[config.mk]
export PLATFORM = sky130hd
export DESIGN_NAME = ntp_seconds_to_calendar
export DESIGN_NICKNAME = d
export VERILOG_FILES = /design/src/rtl/core/nsc_pkg.sv /design/src/rtl/core/ntp_seconds_to_calendar.sv
export SDC_FILE = /design/constraint.sdc
export NUM_CORES = 2
export LEC_CHECK = 0
export BUFFER_PORTS_ARGS = -buffer_cell sky130_fd_sc_hd__clkbuf_2
export CORE_UTILIZATION = 60
export CTS_CLUSTER_SIZE = 16
export DETAILED_ROUTE_END_ITERATION = 6
export PLACE_DENSITY = 0.75
export SKIP_LAST_GASP = 1
export SLEW_MARGIN = 20
export SYNTH_ARGS = -nofsm -noshare
export SYNTH_HDL_FRONTEND = slang
export SYNTH_SLANG_ARGS = --single-unit
[constraint.sdc]
create_clock -name clk -period 10.3 [get_ports clk]
set_input_delay 0.515 -clock clk [delete_from_list [all_inputs] [get_ports clk]]
set_output_delay 0.515 -clock clk [all_outputs]
set_load 0.01 [all_outputs]
[src/rtl/core/nsc_pkg.sv]
`default_nettype none
package nsc_pkg;

  // NTP era offset from 1900-01-01 to 1970-01-01
  localparam logic [31:0] NTP_UNIX_OFFSET = 32'd2208988800;

  localparam logic [16:0] SECS_PER_DAY   = 17'd86400;
  localparam logic [11:0] SECS_PER_HOUR  = 12'd3600;
  localparam logic [5:0]  SECS_PER_MIN   = 6'd60;
  localparam logic [8:0]  DAYS_PER_YEAR  = 9'd365;
  localparam logic [10:0] DAYS_PER_CYCLE = 11'd1461;
  localparam logic [14:0] DAYS_PRE_LEAP  = 15'd730;
  localparam logic [2:0]  EPOCH_WDAY     = 3'd4;

  localparam logic [10:0] YEAR_EPOCH     = 11'd1970;
  localparam logic [10:0] YEAR_LEAP_BASE = 11'd1972;

  // reciprocals: floor(x * RCP >> SHIFT) is exact over the reachable range of x
  localparam logic [24:0] DAY_RCP  = 25'd25451659;  // 1/675, x < 2^24, shift 34
  localparam logic [15:0] CYC_RCP  = 16'd45934;     // 1/1461, x < 2^15, shift 26
  localparam logic [16:0] WDAY_RCP = 17'd74899;     // 1/7, x < 2^16, shift 19
  localparam logic [17:0] HOUR_RCP = 18'd149131;    // 1/3600, x < 2^17, shift 29
  localparam logic [17:0] TMIN_RCP = 18'd139811;    // 1/60, x < 2^17, shift 23

  localparam logic [13:0] DEC_10000 = 14'd10000;
  localparam logic [6:0]  DEC_100   = 7'd100;

  // first day of month (0-based day of year) in a common year
  function automatic logic [8:0] month_start(input logic [3:0] idx);
    logic [8:0] st;
    case (idx)
      4'd0:    st = 9'd0;
      4'd1:    st = 9'd31;
      4'd2:    st = 9'd59;
      4'd3:    st = 9'd90;
      4'd4:    st = 9'd120;
      4'd5:    st = 9'd151;
      4'd6:    st = 9'd181;
      4'd7:    st = 9'd212;
      4'd8:    st = 9'd243;
      4'd9:    st = 9'd273;
      4'd10:   st = 9'd304;
      4'd11:   st = 9'd334;
      default: st = 9'd0;
    endcase
    return st;
  endfunction

endpackage
`default_nettype wire

[src/rtl/core/ntp_seconds_to_calendar.sv]
// A word accepted on start passes through stage registers s0 to s5 and the result register;
// its result strobe (out_valid) is then high for exactly one cycle.
// Throughput: one word per cycle; busy stays low and the seven-register chain never stalls.
// The receiver cannot stall; every result is presented once.
// Reset (rst_n low, synchronous) clears all valid bits; data registers are not reset.
`default_nettype none
module ntp_seconds_to_calendar (
  input  wire logic        clk,
  input  wire logic        rst_n,
  input  wire logic        start,
  output logic             busy,
  input  wire logic [31:0] in_ntp_seconds,
  output logic             out_valid,
  output logic             out_in_range,
  output logic [10:0]      out_year,
  output logic [3:0]       out_month,
  output logic [4:0]       out_day,
  output logic [4:0]       out_hour,
  output logic [5:0]       out_minute,
  output logic [5:0]       out_second,
  output logic [2:0]       out_weekday,
  output logic [24:0]      out_date_packed,
  output logic [17:0]      out_time_packed
);
  import nsc_pkg::*;

  logic accept;

  // valid chain
  logic s0_vld_r, s1_vld_r, s2_vld_r, s3_vld_r, s4_vld_r, s5_vld_r, out_vld_r;

  // stage 0: Unix seconds
  logic        s0_rng_r, s0_rng_nxt;
  logic [30:0] s0_unix_r;
  logic [31:0] s0_unix_nxt;

  // stage 1: day count
  logic        s1_rng_r;
  logic [30:0] s1_unix_r;
  logic [14:0] s1_days_r, s1_days_nxt;
  logic [48:0] day_prod;

  // stage 2: second of day, leap cycle, weekday quotient
  logic        s2_rng_r, s2_lt_r, s2_lt_nxt;
  logic [16:0] s2_sod_r, s2_sod_nxt;
  logic [14:0] s2_d_r, s2_d_nxt;
  logic [9:0]  s2_dlo_r;
  logic [4:0]  s2_cyc_r, s2_cyc_nxt;
  logic [15:0] s2_wx_r, s2_wx_nxt;
  logic [11:0] s2_wq_r, s2_wq_nxt;
  logic [31:0] days_sec;
  logic [30:0] cyc_prod;
  logic [32:0] wq_prod;

  // stage 3: day in cycle, hour, minute of day, weekday
  logic        s3_rng_r, s3_lt_r;
  logic [9:0]  s3_dlo_r;
  logic [4:0]  s3_cyc_r;
  logic [10:0] s3_r_r, s3_r_nxt;
  logic [16:0] s3_sod_r;
  logic [4:0]  s3_hour_r, s3_hour_nxt;
  logic [10:0] s3_tmin_r, s3_tmin_nxt;
  logic [2:0]  s3_wday_r, s3_wday_nxt;
  logic [14:0] cyc_days, r_full;
  logic [34:0] hour_prod, tmin_prod;
  logic [15:0] wq7, wday_full;

  // stage 4: year, day of year, minute and second
  logic        s4_rng_r, s4_leap_r, s4_leap_nxt;
  logic [10:0] s4_year_r, s4_year_nxt;
  logic [8:0]  s4_doy_r, s4_doy_nxt;
  logic [4:0]  s4_hour_r;
  logic [5:0]  s4_min_r, s4_min_nxt, s4_sec_r, s4_sec_nxt;
  logic [2:0]  s4_wday_r;
  logic [10:0] year_base, hour60, min_full;
  logic [16:0] tmin60, sec_full;
  logic [9:0]  dlo_sub;
  logic [10:0] r_sub1, r_sub2, r_sub3;

  // stage 5: month and day
  logic        s5_rng_r;
  logic [10:0] s5_year_r;
  logic [3:0]  s5_month_r, s5_month_nxt;
  logic [4:0]  s5_day_r, s5_day_nxt;
  logic [4:0]  s5_hour_r;
  logic [5:0]  s5_min_r, s5_sec_r;
  logic [2:0]  s5_wday_r;
  logic [8:0]  st_sel, st_i, day_full;

  // result register
  logic        out_rng_r;
  logic [10:0] out_year_r;
  logic [3:0]  out_month_r;
  logic [4:0]  out_day_r, out_hour_r;
  logic [5:0]  out_min_r, out_sec_r;
  logic [2:0]  out_wday_r;
  logic [24:0] out_date_r, out_date_nxt;
  logic [17:0] out_time_r, out_time_nxt;

  assign busy   = 1'b0;
  assign accept = start && !busy;

  // stage 0 inputs
  assign s0_rng_nxt  = in_ntp_seconds >= NTP_UNIX_OFFSET;
  assign s0_unix_nxt = in_ntp_seconds - NTP_UNIX_OFFSET;

  // days = (unix >> 7) / 675
  assign day_prod    = 49'(s0_unix_r[30:7]) * 49'(DAY_RCP);
  assign s1_days_nxt = day_prod[48:34];

  always_comb begin
    days_sec   = 32'(s1_days_r) * 32'(SECS_PER_DAY);
    s2_sod_nxt = s1_unix_r[16:0] - days_sec[16:0];
    s2_lt_nxt  = s1_days_r < DAYS_PRE_LEAP;
    s2_d_nxt   = s1_days_r - DAYS_PRE_LEAP;
    cyc_prod   = 31'(s2_d_nxt) * 31'(CYC_RCP);
    s2_cyc_nxt = cyc_prod[30:26];
    s2_wx_nxt  = 16'(s1_days_r) + 16'(EPOCH_WDAY);
    wq_prod    = 33'(s2_wx_nxt) * 33'(WDAY_RCP);
    s2_wq_nxt  = wq_prod[30:19];
  end

  always_comb begin
    cyc_days    = 15'(s2_cyc_r) * 15'(DAYS_PER_CYCLE);
    r_full      = s2_d_r - cyc_days;
    s3_r_nxt    = r_full[10:0];
    hour_prod   = 35'(s2_sod_r) * 35'(HOUR_RCP);
    s3_hour_nxt = hour_prod[33:29];
    tmin_prod   = 35'(s2_sod_r) * 35'(TMIN_RCP);
    s3_tmin_nxt = tmin_prod[33:23];
    wq7         = 16'({s2_wq_r, 3'b000}) - 16'(s2_wq_r);
    wday_full   = s2_wx_r - wq7;
    s3_wday_nxt = wday_full[2:0];
  end

  always_comb begin
    hour60     = 11'(s3_hour_r) * 11'(SECS_PER_MIN);
    min_full   = s3_tmin_r - hour60;
    s4_min_nxt = min_full[5:0];
    tmin60     = 17'(s3_tmin_r) * 17'(SECS_PER_MIN);
    sec_full   = s3_sod_r - tmin60;
    s4_sec_nxt = sec_full[5:0];

    year_base = YEAR_LEAP_BASE + 11'({s3_cyc_r, 2'b00});
    dlo_sub   = s3_dlo_r - 10'(DAYS_PER_YEAR);
    r_sub1    = s3_r_r - 11'd366;
    r_sub2    = s3_r_r - 11'd731;
    r_sub3    = s3_r_r - 11'd1096;
    if (s3_lt_r) begin
      // 1970 and 1971 come before the first leap cycle
      s4_leap_nxt = 1'b0;
      if (s3_dlo_r >= 10'(DAYS_PER_YEAR)) begin
        s4_year_nxt = YEAR_EPOCH + 11'd1;
        s4_doy_nxt  = dlo_sub[8:0];
      end else begin
        s4_year_nxt = YEAR_EPOCH;
        s4_doy_nxt  = s3_dlo_r[8:0];
      end
    end else if (s3_r_r < 11'd366) begin
      s4_leap_nxt = 1'b1;
      s4_year_nxt = year_base;
      s4_doy_nxt  = s3_r_r[8:0];
    end else if (s3_r_r < 11'd731) begin
      s4_leap_nxt = 1'b0;
      s4_year_nxt = year_base + 11'd1;
      s4_doy_nxt  = r_sub1[8:0];
    end else if (s3_r_r < 11'd1096) begin
      s4_leap_nxt = 1'b0;
      s4_year_nxt = year_base + 11'd2;
      s4_doy_nxt  = r_sub2[8:0];
    end else begin
      s4_leap_nxt = 1'b0;
      s4_year_nxt = year_base + 11'd3;
      s4_doy_nxt  = r_sub3[8:0];
    end
  end

  // month boundaries are increasing, so the last one passed wins
  always_comb begin
    s5_month_nxt = 4'd1;
    st_sel       = 9'd0;
    st_i         = 9'd0;
    for (int i = 1; i < 12; i++) begin
      st_i = month_start(4'(i)) + 9'((s4_leap_r && i >= 2) ? 1 : 0);
      if (s4_doy_r >= st_i) begin
        s5_month_nxt = 4'(i + 1);
        st_sel       = st_i;
      end
    end
    day_full   = s4_doy_r - st_sel + 9'd1;
    s5_day_nxt = day_full[4:0];
  end

  assign out_date_nxt = 25'(s5_year_r) * 25'(DEC_10000) + 25'(s5_month_r) * 25'(DEC_100)
                        + 25'(s5_day_r);
  assign out_time_nxt = 18'(s5_hour_r) * 18'(DEC_10000) + 18'(s5_min_r) * 18'(DEC_100)
                        + 18'(s5_sec_r);

  always_ff @(posedge clk) begin
    if (!rst_n) begin
      s0_vld_r  <= 1'b0;
      s1_vld_r  <= 1'b0;
      s2_vld_r  <= 1'b0;
      s3_vld_r  <= 1'b0;
      s4_vld_r  <= 1'b0;
      s5_vld_r  <= 1'b0;
      out_vld_r <= 1'b0;
    end else begin
      s0_vld_r  <= accept;
      s1_vld_r  <= s0_vld_r;
      s2_vld_r  <= s1_vld_r;
      s3_vld_r  <= s2_vld_r;
      s4_vld_r  <= s3_vld_r;
      s5_vld_r  <= s4_vld_r;
      out_vld_r <= s5_vld_r;
    end
  end

  always_ff @(posedge clk) begin
    s0_rng_r  <= s0_rng_nxt;
    s0_unix_r <= s0_unix_nxt[30:0];

    s1_rng_r  <= s0_rng_r;
    s1_unix_r <= s0_unix_r;
    s1_days_r <= s1_days_nxt;

    s2_rng_r <= s1_rng_r;
    s2_lt_r  <= s2_lt_nxt;
    s2_sod_r <= s2_sod_nxt;
    s2_d_r   <= s2_d_nxt;
    s2_dlo_r <= s1_days_r[9:0];
    s2_cyc_r <= s2_cyc_nxt;
    s2_wx_r  <= s2_wx_nxt;
    s2_wq_r  <= s2_wq_nxt;

    s3_rng_r  <= s2_rng_r;
    s3_lt_r   <= s2_lt_r;
    s3_dlo_r  <= s2_dlo_r;
    s3_cyc_r  <= s2_cyc_r;
    s3_r_r    <= s3_r_nxt;
    s3_sod_r  <= s2_sod_r;
    s3_hour_r <= s3_hour_nxt;
    s3_tmin_r <= s3_tmin_nxt;
    s3_wday_r <= s3_wday_nxt;

    s4_rng_r  <= s3_rng_r;
    s4_leap_r <= s4_leap_nxt;
    s4_year_r <= s4_year_nxt;
    s4_doy_r  <= s4_doy_nxt;
    s4_hour_r <= s3_hour_r;
    s4_min_r  <= s4_min_nxt;
    s4_sec_r  <= s4_sec_nxt;
    s4_wday_r <= s3_wday_r;

    s5_rng_r   <= s4_rng_r;
    s5_year_r  <= s4_year_r;
    s5_month_r <= s5_month_nxt;
    s5_day_r   <= s5_day_nxt;
    s5_hour_r  <= s4_hour_r;
    s5_min_r   <= s4_min_r;
    s5_sec_r   <= s4_sec_r;
    s5_wday_r  <= s4_wday_r;

    // before 1970 every field reads zero
    out_rng_r   <= s5_rng_r;
    out_year_r  <= s5_rng_r ? s5_year_r : '0;
    out_month_r <= s5_rng_r ? s5_month_r : '0;
    out_day_r   <= s5_rng_r ? s5_day_r : '0;
    out_hour_r  <= s5_rng_r ? s5_hour_r : '0;
    out_min_r   <= s5_rng_r ? s5_min_r : '0;
    out_sec_r   <= s5_rng_r ? s5_sec_r : '0;
    out_wday_r  <= s5_rng_r ? s5_wday_r : '0;
    out_date_r  <= s5_rng_r ? out_date_nxt : '0;
    out_time_r  <= s5_rng_r ? out_time_nxt : '0;
  end

  assign out_valid       = out_vld_r;
  assign out_in_range    = out_rng_r;
  assign out_year        = out_year_r;
  assign out_month       = out_month_r;
  assign out_day         = out_day_r;
  assign out_hour        = out_hour_r;
  assign out_minute      = out_min_r;
  assign out_second      = out_sec_r;
  assign out_weekday     = out_wday_r;
  assign out_date_packed = out_date_r;
  assign out_time_packed = out_time_r;

  a_latency: assert property (@(posedge clk) disable iff (!rst_n)
    out_valid |-> $past(start, 7))
    else $error("result word without a matching accepted word");

  a_zero_out_of_range: assert property (@(posedge clk) disable iff (!rst_n)
    out_valid && !out_in_range |-> out_year == 11'd0 && out_date_packed == 25'd0
      && out_time_packed == 18'd0 && out_weekday == 3'd0)
    else $error("out-of-range word carries nonzero fields");

  a_fields_legal: assert property (@(posedge clk) disable iff (!rst_n)
    out_valid && out_in_range |-> out_month >= 4'd1 && out_month <= 4'd12
      && out_day >= 5'd1 && out_hour < 5'd24 && out_minute < 6'd60
      && out_second < 6'd60 && out_weekday < 3'd7)
    else $error("calendar field out of its range");

endmodule
`default_nettype wire

# == After elaboration in Yosys (flattened, before gate mapping) ==
# Index checks and enable logic that the tools add are counted.
# op_classes
n_addsub,33
n_mul,13
n_lt_le_gt_ge,17
muxes,33
reduce_logical,1
# op_table
op,count
"17-bit by 18-bit multiplier with 34-bit output, second input constant",2
9-bit greater-or-equal comparator,7
5-bit two-way mux,11
"24-bit by 25-bit multiplier with 49-bit output, second input constant",1
9-bit two-way mux,5
11-bit two-way mux,4
"8-bit by 1-bit adder with 9-bit output, first input constant",4
"32-bit greater-or-equal comparator, second input constant",1
"31-bit by 26-bit subtractor with 31-bit output, second input constant",1
"15-bit by 15-bit multiplier with 30-bit output, second input constant",1
"9-bit by 1-bit adder with 9-bit output, first input constant",3
25-bit by 11-bit adder with 25-bit output,1
25-bit by 5-bit adder with 25-bit output,1
3-bit two-way mux,8
"16-bit by 17-bit multiplier with 22-bit output, second input constant",1
"11-bit by 10-bit multiplier with 21-bit output, second input constant",1
"9-bit by 3-bit adder with 10-bit output, second input constant",2
18-bit by 13-bit adder with 18-bit output,1
18-bit by 6-bit adder with 18-bit output,1
9-bit by 8-bit greater-or-equal comparator with 1-bit output,2
"9-bit subtractor, second input constant",2
17-bit subtractor,1
"15-bit by 3-bit adder with 16-bit output, second input constant",1
"7-bit by 1-bit adder with 8-bit output, first input constant",2
29 further kinds,33
# word_totals
ff_bits,343
input_bits,35
output_inout_bits,86
word_cells,153

# == Longest topological paths before layout ==
# depth
ltp_word,15
ltp_mapped,32
mapped_depth_nobuf,31

# == Worst setup path before layout ==
# Ideal clock, no wire load.
# synth_path
path_kind,register -> register
start,register s1_days_r[2]
end,register s2_cyc_r[4]
setup_ns,0.121
arrival_ns,7.425
t_required_ns,10.179
path_slack_ns,2.754
stages_incl_launch_ff,33
path_buffers,1
period_less_slack_ns,7.546
path_cell_list,dfxtp_1 > clkbuf_1 > inv_1 > ha_1 > a21oi_1 > inv_1 > a21oi_1 > nor2_1 > o21a_1 > nor3_1 > xor2_1 > inv_1 > fa_1 > inv_1 > fa_1 > inv_1 > fa_1 > inv_1 > fa_1 > fa_1 > inv_1 > fa_1 > inv_1 > ha_1 > a41o_1 > a21oi_1 > o221ai_1 > o21bai_1 > a21oi_1 > nand3_1 > a31oi_1 > o21bai_1 > xnor2_1
# synth_between
elab_chain_len,2
# synth_rtl
item,line,text
"start, declared",ntp_seconds_to_calendar.sv:40,"logic [14:0] s1_days_r, s1_days_nxt;"
"start signal, assigned",ntp_seconds_to_calendar.sv:225,s1_days_r <= s1_days_nxt;
15-bit by 10-bit subtractor with 15-bit output,ntp_seconds_to_calendar.sv:115,s2_d_nxt = s1_days_r - DAYS_PRE_LEAP;
15-bit by 15-bit multiplier with 30-bit output,ntp_seconds_to_calendar.sv:116,cyc_prod = 31'(s2_d_nxt) * 31'(CYC_RCP);
net cyc_prod[30],ntp_seconds_to_calendar.sv:52,logic [30:0] cyc_prod;
"end signal, assigned",ntp_seconds_to_calendar.sv:232,s2_cyc_r <= s2_cyc_nxt;
"end, declared",ntp_seconds_to_calendar.sv:48,"logic [4:0] s2_cyc_r, s2_cyc_nxt;"
# The timed path passes the listed nets, and every way through them passes these cells.
# A chain may end at the register's enable or synchronous reset.

# == Worst setup path after layout ==
# Ends and elaborated chain as after synthesis.

==> results.tsv <==
stage	metric	value	unit
synthesis	syn_nets	5201	
drt	drtAntennaViolNets	0	
timing	setup-tns-final	0	ns
setup_path	endpoint_of_the_worst_register_to_register_path	s2_cyc_r[4]$_DFF_P_	
placement	last_weighted_congestion_value_of_the_routability_driven_placer	0.917	
synthesis	synth_async_sr_flop_share	0	
synthesis	largest_family_of_logic_cells_by_synthesized_area	adder cells	
setup_path	worst_ep_required_time	10.73	ns
synthesis	synth_most_common_cell	inv_1	
setup_path	r2r-start	s1_days_r[2]$_DFF_P_	
timing	fin_crit_sh	0.816	
run_status	outcome	finished, final reports clean	
synthesis	yosys_most_used_dff	dfxtp_1	
setup_path	crit_end_element	register	
hold_path	hold-path-cell-count	1	
die	fp.coreArea	0.0621	sq mm
clock_network	cts_made_buffers	37	
hold_path	hold_path_startpoint	in_ntp_seconds[2]	
clock_network	clk-insertion-delay-late	0.56	ns
global_route	grt_max_degree	42	
finish	post_layout_nonfiller_instances	4773	
hold_path	min_delay_worst_endpoint	s0_unix_r[2]$_DFF_P_	
drt	drc_violation_count_after_routing	0	
drt	wirelength	72100	um
setup_path	critical_path_peak_fanout	12	
clock_network	postCtsSetupRepairBufs	0	
drt	firstDrtPassIters	5	
finish	fillCellCount	4862	
clock_network	ctsHoldBuffers	0	
die	design.portCount	121	
clock_network	clockRootBuffer	clkbuf_16	
timing	timing.final.setup_violations	0	
timing	final-max-slew-violation-count	0	
die	dieHeight	253	um
clock_network	clock_tree_from_tritoncts	built	
clock_network	clk_sinks	325	
timing	final-hold-violation-count	0	
setup_path	crit_type	register to register	
clock_network	clkTransAtPathRegs	0.06	ns
synthesis	netlist.top_cell.by_area	ha_1	
placement	placed_cells	4708	
timing	fin_skew	0.0137	ns
timing	tightest_slew	1.07	ns
hold_path	kind_of_path_behind_the_tightest_hold_check	primary input to register	
drt	initialDrtViolationCount	858	
drt	route.detailed.wl_per_inst	15.1	um
drt	num_vias	24590	
synthesis	mappedNetlistArea	0.0379	sq mm
finish	post_route_cells_drive_above_1_share	0.0577	
synthesis	ys_types	77	
synthesis	number_of_enable_flip_flop_cells_after_synthesis	0	
die	placement_rows	91	
setup_path	slowest_stage	dfxtp_1	
clock_network	cts-root-to-sink-buffers	3	
setup_path	reg2reg_depth	31	
finish	antennaDiodeCount	0	
synthesis	top_cells_by_count_synth	inv_1, ha_1, fa_1, dfxtp_1, xnor2_1	
synthesis	syn_inst	3783	
placement	place_worst_setup_slack	1.93	ns
job	max_cap_viol_count	0	
die	floorplan.initialDensity	0.611	
global_route	grt_pass1_wl	123000	um
global_route	grt_antenna_before_repair	0	
setup_path	worst_ep_arrival_time	8.83	ns
synthesis	synth_simple_gate_area_share	0.0572	
timing	finalCriticalPeriod	8.40	ns
timing	finalWorstSetupSlack	1.90	ns
synthesis	ys_seq_elements	325	
timing	max-slew-margin-rel	0.278	
synthesis	ys_top_cells_by_area	ha_1, fa_1, dfxtp_1	
synthesis	yosys_warnings	0	
global_route	grt-ovfl-total	0	
setup_path	worst_path_most_repeated_cell	inv_1	
global_route	number_of_global_route_vias_before_repair	25663	
synthesis	syn_area_per_cell	10.0	sq um
clock_network	post_cts_resize_count	0	
setup_path	worstSetupStartpointType	register	
synthesis	parity_gate_share_of_the_synthesized_area_counting_xor_and_xnor_cells	0.0509	
timing	rsz0062_at_grt	no	
placement	dp.final_hpwl	61700	um
finish	final_net_count	5328	
setup_path	r2r_slack	1.90	ns
setup_path	slowest_delay	0.61	ns
die	die_w	253	um
synthesis	muxShareOfSynthArea	0.000594	
finish	area.growth.synth_to_final	7.21	%
synthesis	synth_largest_type_area_fraction	0.309	
die	die-area	0.0642	sq mm
placement	portBuffers	119	
synthesis	synth_adder_area_share	0.545	
global_route	grtUsageTotal	0.239	
timing	max_clock_freq	119	MHz
clock_network	cts_htree_levels	2	
drt	vias_per_cell	5.15	
synthesis	synth-compound-area-share	0.0739	
synthesis	synth-seq-area-share	0.172	
## cells in the final DEF (no fill, tap or decap), types with 18 or more instances in the layout
| cell type | count |
|---|---|
| a21o_1 | 54 |
| a21oi_1 | 125 |
| a31oi_1 | 19 |
| and2_1 | 53 |
| clkbuf_16 | 37 |
| clkbuf_2 | 119 |
| dfxtp_1 | 325 |
| fa_1 | 448 |
| ha_1 | 935 |
| inv_1 | 962 |
| nand2_1 | 76 |
| nand3_1 | 34 |
| nor2_1 | 130 |
| nor2b_1 | 18 |
| nor3_1 | 34 |
| o21a_1 | 18 |
| o21ai_0 | 57 |
| o21bai_1 | 34 |
| xnor2_1 | 142 |
| xor2_1 | 78 |
## routing by layer
metal,global-route usage,share of wire,vias to the layer above
met5,0,0,-
met4,0.0689,0.027,0
met3,0.0320,0.039,127
met2,0.418,0.49,444
met1,0.307,0.45,11703
li1,-,-,12316
## worst max path at each step
stage               cells after the start                  end                  from
floorplan                              32  s2_cyc_r[4]$_DFF_P_  s1_days_r[2]$_DFF_P_
global placement                       31  s2_cyc_r[4]$_DFF_P_  s1_days_r[2]$_DFF_P_
detailed placement                     31  s2_cyc_r[4]$_DFF_P_  s1_days_r[2]$_DFF_P_
CTS                                    31  s2_cyc_r[4]$_DFF_P_  s1_days_r[2]$_DFF_P_
global route                           31  s2_cyc_r[4]$_DFF_P_  s1_days_r[2]$_DFF_P_
finish                                 31  s2_cyc_r[4]$_DFF_P_  s1_days_r[2]$_DFF_P_
## kinds of logic (layout without fill, tap and decap cells)
| kind of cell | count (synthesis) | in the layout |
|---|---|---|
| AND/OR/NAND/NOR | 436 | 436 |
| XOR/XNOR | 220 | 220 |
| AO/OA/AOI/OAI | 415 | 415 |
| multiplexers | 2 | 2 |
| flip-flops | 325 | 325 |
| adder cells (fa/ha/maj) | 1383 | 1383 |
| other | 1 | 1 |
| buffers and inverters | 1001 | 1154 |
## state kept, by name (all words and copies together) (netlist names), 8 cells and up
| signal | count |
|---|---|
| s4_doy_r | 9 |
| s2_sod_r | 17 |
| s0_unix_r | 31 |
| s4_year_r | 9 |
| out_date_packed | 23 |
| s2_d_r | 10 |
| s1_unix_r | 17 |
| s2_dlo_r | 8 |
| s1_days_r | 15 |
| out_year | 9 |
| out_time_packed | 16 |
| s5_year_r | 9 |
| s3_r_r | 11 |
| s3_dlo_r | 10 |
## final cells by class
type | count | area [sq um] | area share
Clock inverter | 22 | 240 | 0.00591
Tap cell | 837 | 1050 | 0.0258
Clock buffer | 43 | 978 | 0.0241
Multi-Input combinational cell | 2457 | 27600 | 0.679
Sequential cell | 325 | 6510 | 0.160
Timing Repair Buffer | 127 | 656 | 0.0161
Inverter | 962 | 3610 | 0.0889
## critical path, delay by kind of cell (launching register included)
family | cells | cell delay (ns)
compound gates | 10 | 2.01
buf+inv | 8 | 0.80
fa+ha+maj | 8 | 3.68
xor+xnor | 2 | 0.73
flops | 1 | 0.61
simple gates | 3 | 0.45
## per-stage QoR
stage	util	hold slack, ns	area, sq um
final	0.655	0.0631	40600
after global routing	0.655	0.0339	40600
after CTS	0.655	0.0300	40600
after detailed placement	0.635	0.312	39400
after global placement	0.635	0.310	39400
after floorplan	-	0.310	37900
Power is not shown: default switching activity piles up to over one toggle a cycle in this logic, so the estimate is an artifact.
